### config.mk
export PLATFORM = sky130hd
export DESIGN_NAME = longest_prefix_match_top_flat
export DESIGN_NICKNAME = d
export VERILOG_FILES = /design/src/rtl/lpm_pkg.sv /design/src/rtl/lpm_if.sv /design/src/rtl/lpm_table.sv /design/src/rtl/lpm_ctrl.sv /design/src/rtl/longest_prefix_match_top.sv /design/src/flat_wrapper.sv
export SDC_FILE = /design/constraint.sdc
export NUM_CORES = 2
export LEC_CHECK = 0
export BUFFER_PORTS_ARGS = -buffer_cell sky130_fd_sc_hd__buf_2
export CAP_MARGIN = 20
export CELL_PAD_IN_SITES_DETAIL_PLACEMENT = 0
export CELL_PAD_IN_SITES_GLOBAL_PLACEMENT = 2
export CORE_MARGIN = 2
export CORE_UTILIZATION = 25
export CTS_BUF_LIST = sky130_fd_sc_hd__clkbuf_4
export CTS_CLUSTER_DIAMETER = 50
export DETAILED_ROUTE_END_ITERATION = 7
export PLACE_DENSITY_LB_ADDON = 0.1
export SYNTH_ARGS = -nofsm -noshare
export SYNTH_HDL_FRONTEND = slang
export SYNTH_SLANG_ARGS = --single-unit
### constraint.sdc
create_clock -name clk -period 4.47 [get_ports clk]
set_clock_uncertainty 0.1 [all_clocks]
set_input_delay 0.447 -clock clk [delete_from_list [all_inputs] [get_ports clk]]
set_output_delay 0.447 -clock clk [all_outputs]
set_load 0.02 [all_outputs]
### src/rtl/lpm_pkg.sv
`default_nettype none

package lpm_pkg;

	// Table geometry and field widths.
	localparam int TABLE_DEPTH = 32;
	localparam int IDX_W = (TABLE_DEPTH > 1) ? $clog2(TABLE_DEPTH) : 1;
	localparam int ADDR_W = 32;
	localparam int SLOT_W = 5;
	localparam int LEN_W = 6;

	typedef logic [IDX_W-1:0] idx_t;

	// Request opcodes.
	typedef enum logic {
		ACT_WRITE  = 1'b0,
		ACT_LOOKUP = 1'b1
	} action_t;

	// Sequencer states.
	typedef enum logic [1:0] {
		ST_IDLE,
		ST_SCAN,
		ST_LAST,
		ST_EMIT
	} state_t;

	// One stored route: destination already masked, mask, and prefix length.
	typedef struct packed {
		logic [ADDR_W-1:0] dm;
		logic [ADDR_W-1:0] mask;
		logic [LEN_W-1:0]  len;
	} route_t;

	typedef struct packed {
		logic   en;
		idx_t   idx;
		logic   valid;
		route_t route;
	} tbl_wr_t;

	typedef struct packed {
		logic en;
		idx_t idx;
	} tbl_rd_t;

	typedef struct packed {
		logic   valid;
		route_t route;
	} tbl_rd_data_t;

	// Population count of a 32-bit mask as a balanced adder tree.
	function automatic logic [LEN_W-1:0] popcount(input logic [ADDR_W-1:0] v);
		logic [1:0] l1 [16];
		logic [2:0] l2 [8];
		logic [3:0] l3 [4];
		logic [4:0] l4 [2];
		for (int i = 0; i < 16; i++) begin
			l1[i] = {1'b0, v[2*i]} + {1'b0, v[2*i+1]};
		end
		for (int i = 0; i < 8; i++) begin
			l2[i] = {1'b0, l1[2*i]} + {1'b0, l1[2*i+1]};
		end
		for (int i = 0; i < 4; i++) begin
			l3[i] = {1'b0, l2[2*i]} + {1'b0, l2[2*i+1]};
		end
		for (int i = 0; i < 2; i++) begin
			l4[i] = {1'b0, l3[2*i]} + {1'b0, l3[2*i+1]};
		end
		return {1'b0, l4[0]} + {1'b0, l4[1]};
	endfunction

endpackage

`default_nettype wire

### src/rtl/lpm_if.sv
`default_nettype none

// Request channel: table writes and address lookups.
interface lpm_req_if;
	logic                         valid;
	logic                         ready;
	lpm_pkg::action_t             action;
	logic [lpm_pkg::SLOT_W-1:0]   entry_index;
	logic [lpm_pkg::ADDR_W-1:0]   entry_dest;
	logic [lpm_pkg::ADDR_W-1:0]   entry_mask;
	logic                         entry_valid;
	logic [lpm_pkg::ADDR_W-1:0]   lookup_address;

	modport source (
		output valid, action, entry_index, entry_dest, entry_mask, entry_valid,
			lookup_address,
		input  ready
	);
	modport sink (
		input  valid, action, entry_index, entry_dest, entry_mask, entry_valid,
			lookup_address,
		output ready
	);
endinterface

// Response channel: one lookup result.
interface lpm_rsp_if;
	logic                       valid;
	logic                       ready;
	logic                       found;
	logic [lpm_pkg::SLOT_W-1:0] match_index;
	logic [lpm_pkg::LEN_W-1:0]  match_length;

	modport source (
		output valid, found, match_index, match_length,
		input  ready
	);
	modport sink (
		input  valid, found, match_index, match_length,
		output ready
	);
endinterface

`default_nettype wire

### src/rtl/lpm_table.sv
`default_nettype none

module lpm_table (
	input  logic                  clk,
	input  logic                  arst_n,
	input  lpm_pkg::tbl_wr_t      wr,
	input  lpm_pkg::tbl_rd_t      rd,
	output lpm_pkg::tbl_rd_data_t rd_data
);

	lpm_pkg::route_t                   mem [lpm_pkg::TABLE_DEPTH];
	logic [lpm_pkg::TABLE_DEPTH-1:0]   vld_q;
	lpm_pkg::route_t                   rd_route_q;
	logic                              rd_vld_q;

	// Route storage: one write port, one registered read port.
	always_ff @(posedge clk) begin
		if (wr.en) begin
			mem[wr.idx] <= wr.route;
		end
		if (rd.en) begin
			rd_route_q <= mem[rd.idx];
			rd_vld_q   <= vld_q[rd.idx];
		end
	end

	// Valid marks are flops so that reset empties the table at once.
	always_ff @(posedge clk or negedge arst_n) begin
		if (!arst_n) begin
			vld_q <= '0;
		end else if (wr.en) begin
			vld_q[wr.idx] <= wr.valid;
		end
	end

	assign rd_data.valid = rd_vld_q;
	assign rd_data.route = rd_route_q;

endmodule

`default_nettype wire

### src/rtl/lpm_ctrl.sv
`default_nettype none

module lpm_ctrl (
	input  logic                  clk,
	input  logic                  arst_n,
	lpm_req_if.sink               req,
	lpm_rsp_if.source             rsp,
	output lpm_pkg::tbl_wr_t      wr,
	output lpm_pkg::tbl_rd_t      rd,
	input  lpm_pkg::tbl_rd_data_t rd_data
);

	lpm_pkg::state_t                state_q;
	lpm_pkg::state_t                state_d;
	lpm_pkg::idx_t                  cnt_q;
	lpm_pkg::idx_t                  idx_s1;
	logic                           cmp_s1;
	logic [lpm_pkg::ADDR_W-1:0]     addr_q;
	logic                           hit_q;
	lpm_pkg::idx_t                  best_idx_q;
	logic [lpm_pkg::LEN_W-1:0]      best_len_q;
	logic                           out_valid_q;
	logic                           found_q;
	logic [lpm_pkg::SLOT_W-1:0]     out_idx_q;
	logic [lpm_pkg::LEN_W-1:0]      out_len_q;

	logic req_fire;
	logic lookup_fire;
	logic write_fire;
	logic in_range;
	logic last_cnt;
	logic out_free;
	logic load_out;
	logic match;
	logic better;

	// Request decode.
	assign req_fire    = req.valid && req.ready;
	assign lookup_fire = req_fire && (req.action == lpm_pkg::ACT_LOOKUP);
	assign write_fire  = req_fire && (req.action == lpm_pkg::ACT_WRITE);
	assign in_range    = {{(32 - lpm_pkg::SLOT_W){1'b0}}, req.entry_index}
		< 32'(lpm_pkg::TABLE_DEPTH);
	assign last_cnt    = cnt_q == lpm_pkg::idx_t'(lpm_pkg::TABLE_DEPTH - 1);
	assign out_free    = !out_valid_q || rsp.ready;

	// Compare the entry read last cycle against the lookup address.
	assign match  = cmp_s1 && rd_data.valid
		&& ((addr_q & rd_data.route.mask) == rd_data.route.dm);
	assign better = match && (!hit_q || (rd_data.route.len > best_len_q));

	// Next state.
	always_comb begin
		state_d = state_q;
		unique case (state_q)
			lpm_pkg::ST_IDLE: begin
				if (lookup_fire) begin
					state_d = lpm_pkg::ST_SCAN;
				end
			end
			lpm_pkg::ST_SCAN: begin
				if (last_cnt) begin
					state_d = lpm_pkg::ST_LAST;
				end
			end
			lpm_pkg::ST_LAST: begin
				state_d = lpm_pkg::ST_EMIT;
			end
			lpm_pkg::ST_EMIT: begin
				if (out_free) begin
					state_d = lpm_pkg::ST_IDLE;
				end
			end
			default: begin
				state_d = lpm_pkg::ST_IDLE;
			end
		endcase
	end

	// State outputs: request handshake, table read and write ports.
	always_comb begin
		req.ready     = state_q == lpm_pkg::ST_IDLE;
		load_out      = (state_q == lpm_pkg::ST_EMIT) && out_free;
		rd.en         = state_q == lpm_pkg::ST_SCAN;
		rd.idx        = cnt_q;
		wr.en         = write_fire && in_range;
		wr.idx        = lpm_pkg::idx_t'(req.entry_index);
		wr.valid      = req.entry_valid;
		wr.route.dm   = req.entry_dest & req.entry_mask;
		wr.route.mask = req.entry_mask;
		wr.route.len  = lpm_pkg::popcount(req.entry_mask);
	end

	// Control registers.
	always_ff @(posedge clk or negedge arst_n) begin
		if (!arst_n) begin
			state_q     <= lpm_pkg::ST_IDLE;
			cnt_q       <= '0;
			cmp_s1      <= 1'b0;
			hit_q       <= 1'b0;
			out_valid_q <= 1'b0;
		end else begin
			state_q <= state_d;
			cmp_s1  <= state_q == lpm_pkg::ST_SCAN;
			if (lookup_fire) begin
				cnt_q <= '0;
			end else if (state_q == lpm_pkg::ST_SCAN) begin
				cnt_q <= cnt_q + 1'b1;
			end
			if (lookup_fire) begin
				hit_q <= 1'b0;
			end else if (better) begin
				hit_q <= 1'b1;
			end
			if (load_out) begin
				out_valid_q <= 1'b1;
			end else if (rsp.ready) begin
				out_valid_q <= 1'b0;
			end
		end
	end

	// Scan datapath and result register.
	always_ff @(posedge clk) begin
		idx_s1 <= cnt_q;
		if (lookup_fire) begin
			addr_q     <= req.lookup_address;
			best_idx_q <= '0;
			best_len_q <= '0;
		end else if (better) begin
			best_idx_q <= idx_s1;
			best_len_q <= rd_data.route.len;
		end
		if (load_out) begin
			found_q   <= hit_q;
			out_idx_q <= lpm_pkg::SLOT_W'(best_idx_q);
			out_len_q <= best_len_q;
		end
	end

	assign rsp.valid        = out_valid_q;
	assign rsp.found        = found_q;
	assign rsp.match_index  = out_idx_q;
	assign rsp.match_length = out_len_q;

endmodule

`default_nettype wire

### src/rtl/longest_prefix_match_top.sv
// Channel   Modport            Moves                                   Per request
// req       lpm_req_if.sink    table write or address lookup           one in
// rsp       lpm_rsp_if.source  found, match_index, match_length        one per lookup
//
// A write is taken while idle, and the next request may follow at once.
// A lookup reads the route memory one entry per cycle, so it occupies the
// block through ST_SCAN, ST_LAST and ST_EMIT until the next request is taken.
// The result sits in an output register; a stalled rsp holds the next
// lookup in ST_EMIT and blocks requests there; writes are taken until then.
// Reset clears all valid marks at once; no clearing pass is needed.
`default_nettype none

module longest_prefix_match_top (
	input  logic       clk,
	input  logic       arst_n,
	lpm_req_if.sink    req,
	lpm_rsp_if.source  rsp
);

	lpm_pkg::tbl_wr_t      tbl_wr;
	lpm_pkg::tbl_rd_t      tbl_rd;
	lpm_pkg::tbl_rd_data_t tbl_rd_data;

	// Sequencer, compare and result register.
	lpm_ctrl u_ctrl (
		.clk     (clk),
		.arst_n  (arst_n),
		.req     (req),
		.rsp     (rsp),
		.wr      (tbl_wr),
		.rd      (tbl_rd),
		.rd_data (tbl_rd_data)
	);

	// Route memory and valid marks.
	lpm_table u_table (
		.clk     (clk),
		.arst_n  (arst_n),
		.wr      (tbl_wr),
		.rd      (tbl_rd),
		.rd_data (tbl_rd_data)
	);

endmodule

`default_nettype wire

### src/flat_wrapper.sv
// flat-port wrapper written by rule: the top's interface ports become plain ports
module longest_prefix_match_top_flat 
  (clk, arst_n, req_valid, req_action, req_entry_index, req_entry_dest, req_entry_mask, req_entry_valid, req_lookup_address, req_ready, rsp_valid, rsp_found, rsp_match_index, rsp_match_length, rsp_ready);
  lpm_req_if req_i ();
  lpm_rsp_if rsp_i ();
  input  logic clk;
  input  logic arst_n;
  input wire logic [$bits(req_i.valid)-1:0] req_valid;
  input wire logic [$bits(req_i.action)-1:0] req_action;
  input wire logic [$bits(req_i.entry_index)-1:0] req_entry_index;
  input wire logic [$bits(req_i.entry_dest)-1:0] req_entry_dest;
  input wire logic [$bits(req_i.entry_mask)-1:0] req_entry_mask;
  input wire logic [$bits(req_i.entry_valid)-1:0] req_entry_valid;
  input wire logic [$bits(req_i.lookup_address)-1:0] req_lookup_address;
  output wire logic [$bits(req_i.ready)-1:0] req_ready;
  output wire logic [$bits(rsp_i.valid)-1:0] rsp_valid;
  output wire logic [$bits(rsp_i.found)-1:0] rsp_found;
  output wire logic [$bits(rsp_i.match_index)-1:0] rsp_match_index;
  output wire logic [$bits(rsp_i.match_length)-1:0] rsp_match_length;
  input wire logic [$bits(rsp_i.ready)-1:0] rsp_ready;
  assign req_i.valid = req_valid;
  assign req_i.action = req_action;
  assign req_i.entry_index = req_entry_index;
  assign req_i.entry_dest = req_entry_dest;
  assign req_i.entry_mask = req_entry_mask;
  assign req_i.entry_valid = req_entry_valid;
  assign req_i.lookup_address = req_lookup_address;
  assign req_ready = req_i.ready;
  assign rsp_valid = rsp_i.valid;
  assign rsp_found = rsp_i.found;
  assign rsp_match_index = rsp_i.match_index;
  assign rsp_match_length = rsp_i.match_length;
  assign rsp_i.ready = rsp_ready;
  longest_prefix_match_top u_core (.clk(clk), .arst_n(arst_n), .req(req_i), .rsp(rsp_i));
endmodule
==> summary.txt <==
Placed design
  • RePlAce Congestion: 0.698
  • Port buffer count: 120
  • Placed cell areas: 0.102 mm2
  • DP Wirelength: 174000 um

Timing
  • Pin slew with the least headroom to its limit: 1.07 ns
  • Fmax: 0.233 GHz
  • Worst slew margin: 28.2%
  • Final setup fails: 0
  • Unrepaired setup endpoints after global routing: no
  • Fin crit share: 95.9%
  • Clock period minus worst slack: 4.29 ns
  • Fin. Hold Viols: 0
  • Fin. max-slew vios: 0

Routing
  • First-pass DRT Iterations: 5
  • Via-per-instance ratio: 4.53
  • Vias: 46300
  • DR WL/cell: 31.6 um
  • Post-DRT Antenna Nets: 0
  • Drt first-iter violations: 4136
  • Final WL: 323000 um
  • DRC viols: 0

Critical path
  • Flop2flop setup slack: 0.28 ns
  • Critical path arrival: 5.43 ns
  • CP required: 5.61 ns
  • Crit Path Class: input port to register
  • Type of origin of the critical path: input port
  • Worst-path fanout max: 16
  • RR Endpoint: u_core.u_table.mem[31][14]
  • R2r startpoint: u_core.u_ctrl.state_q[1]
  • CP Capture Type: register
  • R2R cell count: 11

Clock tree
  • Clock buffer depth: 4
  • H-tree depth: 6
  • # Post-CTS Setup Buffers: 0
  • CTS tree: built
  • Clock slew seen by the registers of the worst setup and hold paths: 0.07 ns
  • Root Buffer: clkbuf_4
  • Clk sinks: 2413
  • TritonCTS Buffers: 677
  • Clk Latency, worst-skew pair: 1.52 ns

Floorplan
  • Die Height: 612 um
  • Site row count: 223
  • Die width: 612 um
  • Die area: 0.374 mm2
  • Core Region: 0.368 mm2
  • Ports: 121
  • Initial Util: 25.1%

Worst hold path
  • Worst Hold Class: input port to register
  • Hold Path End: u_core.u_table.mem[6][66]
  • HP Start: req_entry_dest[28]
  • Worst hold stages: 3

Synthesis
  • Post-Syn Nets: 3893
  • Post-synth EDFFs: 2355
  • Post-synth ARST share: 1.74%
  • Mean Syn Cell Area: 24.7 um2
  • Sequential area share after synthesis: 78.0%
  • Yosys top cell area share: 76.5%
  • Instance count of the mapped netlist: 3743
  • Top post-synthesis cells by area: edfxtp_1 77%, mux4_2 17%, mux2_2 1.2%, dfrtp_1 1.1%, fa_1 0.52%
  • Yosys top cell by area: edfxtp_1
  • Distinct cell type count after synthesis: 46
  • Synth Register Bits: 2413
  • Yosys warns: 0
  • Top post-synthesis cells by count: 2355 x edfxtp_1, 710 x mux4_2, 107 x clkbuf_1, 95 x mux2_2, 53 x inv_1
  • Most frequent cell after synthesis: edfxtp_1
  • Post-Synthesis Cell Area: 0.0924 mm2
  • Ys flop type: edfxtp_1

Power and ir drop
  • Comb pwr share: 29.5%
  • Worst VDD drop: 1.31 mV
  • Int Pwr: 47900 uW
  • Clock share of power: 29.1%
  • Part of the power in registers: 41.4%
  • Sw Share: 30.7%
  • P per Cell Area: 610 mW/mm2
  • Leakage: 0.0361 uW
  • Switching pwr: 21200 uW

GRT
  • Initial antenna violation count: 35
  • First-pass GRT wire length: 431000 um
  • Pin count of the biggest net entering global routing: 77
  • Number of global-route vias before repair: 48500
  • Remaining global-route overflow: 0
  • Gr usage total: 17.1%

Cells and area
  • Final Cell Area: 0.113 mm2
  • Fin util: 30.8%
  • Nets: 5007
  • Filler cells: 35600
  • Share of cells above drive strength 1: 43.0%
  • Area Growth Syn to Fin: 22.6%

Status
  • Status: completed

Run
  • MaxCap Viol Count: 0
[kinds of logic (layout without fill, tap and decap cells)]
| family | after synthesis | count (layout) | synth area share [%] |
|---|---|---|---|
| compound gates | 78 | 78 | 0.513 |
| xor+xnor | 9 | 9 | 0.0853 |
| fa+ha+maj | 43 | 43 | 0.777 |
| buf+inv | 232 | 1826 | 1.07 |
| flops | 2413 | 2413 | 78.0 |
| mux | 815 | 815 | 18.6 |
| other cells | 0 | 54 | 0 |
| simple gates | 153 | 153 | 0.947 |
[metal layers]
layer | wire length (um) | GRT usage [%] | vias to the layer above
li1 | - | - | 18900
met1 | 145000 | 23.3 | 25500
met2 | 154000 | 27.5 | 1398
met3 | 14800 | 3.09 | 519
met4 | 9160 | 5.32 | 8
met5 | 53 | 0 | -
[cells in the final DEF (no fill, tap or decap), types with 35 or more instances in the layout]
cell type / instances
inv_1: 46
and2_1: 35
clkbuf_4: 995
diode_2: 54
mux4_2: 710
clkinv_1: 108
buf_4: 134
buf_2: 108
mux2_2: 95
dfrtp_1: 37
buf_12: 114
edfxtp_1: 2355
dlygate4sd3_1: 223
[what timing repair did]
| item | 4_1_cts | 5_1_grt |
|---|---|---|
| setup endpoints to repair | 0 | 31 |
| hold buffers | 226 | 17 |
| gates resized for setup | 0 | 21 |
| endpoints found under the hold margin | 4441 | 276 |
[sequential cells by signal, summed over array words and instances, names as in the netlist, 2 cells and up]
signal and count:
u_core.u_ctrl.cnt_q 5, u_core.u_ctrl.addr_q 32, u_core.u_table.rd_data 70, u_core.u_table.mem 2240, u_core.u_ctrl.rsp.match_index 5, u_core.u_table.vld_q 32
u_core.u_ctrl.best_len_q 6, u_core.u_ctrl.best_idx_q 5, u_core.u_ctrl.rsp.match_length 6, u_core.u_ctrl.idx_s1 5, u_core.u_ctrl.state_q 2
[worst max-delay path by stage]
| stage | startpoint | endpoint | slack [ns] | depth (start not counted) |
|---|---|---|---|---|
| floorplan | u_core.u_ctrl.state_q[0] | u_core.u_table.vld_q[8] | -0.64 | 7 |
| global placement | req_entry_mask[5] | u_core.u_table.mem[21][4] | -0.96 | 16 |
| detailed placement | req_entry_mask[5] | u_core.u_table.mem[21][4] | -0.96 | 16 |
| CTS | req_entry_mask[30] | u_core.u_table.mem[28][4] | 0.1 | 17 |
| global route | u_core.u_ctrl.state_q[1] | u_core.u_table.mem[31][22] | 0.15 | 11 |
| finish | req_entry_mask[7] | u_core.u_table.mem[18][4] | 0.18 | 16 |
[final cells by class]
cell class	instances	area [um2]	area share, %
Inverter	54	204	0.180
Clock buffer	995	7470	6.59
Multi-Input combinational cell	1098	19700	17.4
Antenna cell	54	135	0.119
Tap cell	4837	6050	5.34
Clock inverter	164	926	0.817
Sequential cell	2413	72100	63.6
Timing Repair Buffer	613	6720	5.93
[critical path, stage by stage]
cell,delay (ns)
dlymetal6s4s_1,0.25
inv_1,0.08
fa_1,0.46
buf_12,0.17
fa_2,0.60
fa_1,0.45
fa_1,0.56
fa_2,0.48
fa_1,0.54
inv_2,0.05
ha_4,0.16
fa_2,0.35
a21o_1,0.21
a21oi_4,0.20
xnor2_4,0.18
clkbuf_16,0.24
[power groups by stage]
| stage | sequential [uW] | clock [uW] | combinational, uW |
|---|---|---|---|
| 2_1_floorplan | 28500 | 0 | 12400 |
| 3_3_place_gp | 29100 | 0 | 20300 |
| 3_5_place_dp | 29100 | 0 | 20300 |
| 4_1_cts | 28600 | 21000 | 20500 |
| 5_1_grt | 28700 | 22100 | 21900 |
| 6_report | 28600 | 20100 | 20400 |
[per-stage QoR]
step / worst slack [ns] / std cells / hold slack (ns) / power (uW) / setup TNS, ns
after global placement: -0.963 / 8761 / 0.315 / 49400 / -138.27
final: 0.181 / 10200 / 0.136 / 69100 / 0
after floorplan: -0.636 / 3743 / 0.0514 / 40800 / -799.06
after global routing: 0.155 / 10200 / -0.0231 / 72700 / 0
after CTS: 0.0951 / 10100 / 0.0247 / 70200 / 0
after detailed placement: -0.959 / 8763 / 0.318 / 49400 / -137.06
No activity file was read; power rests on OpenSTA's default activity.
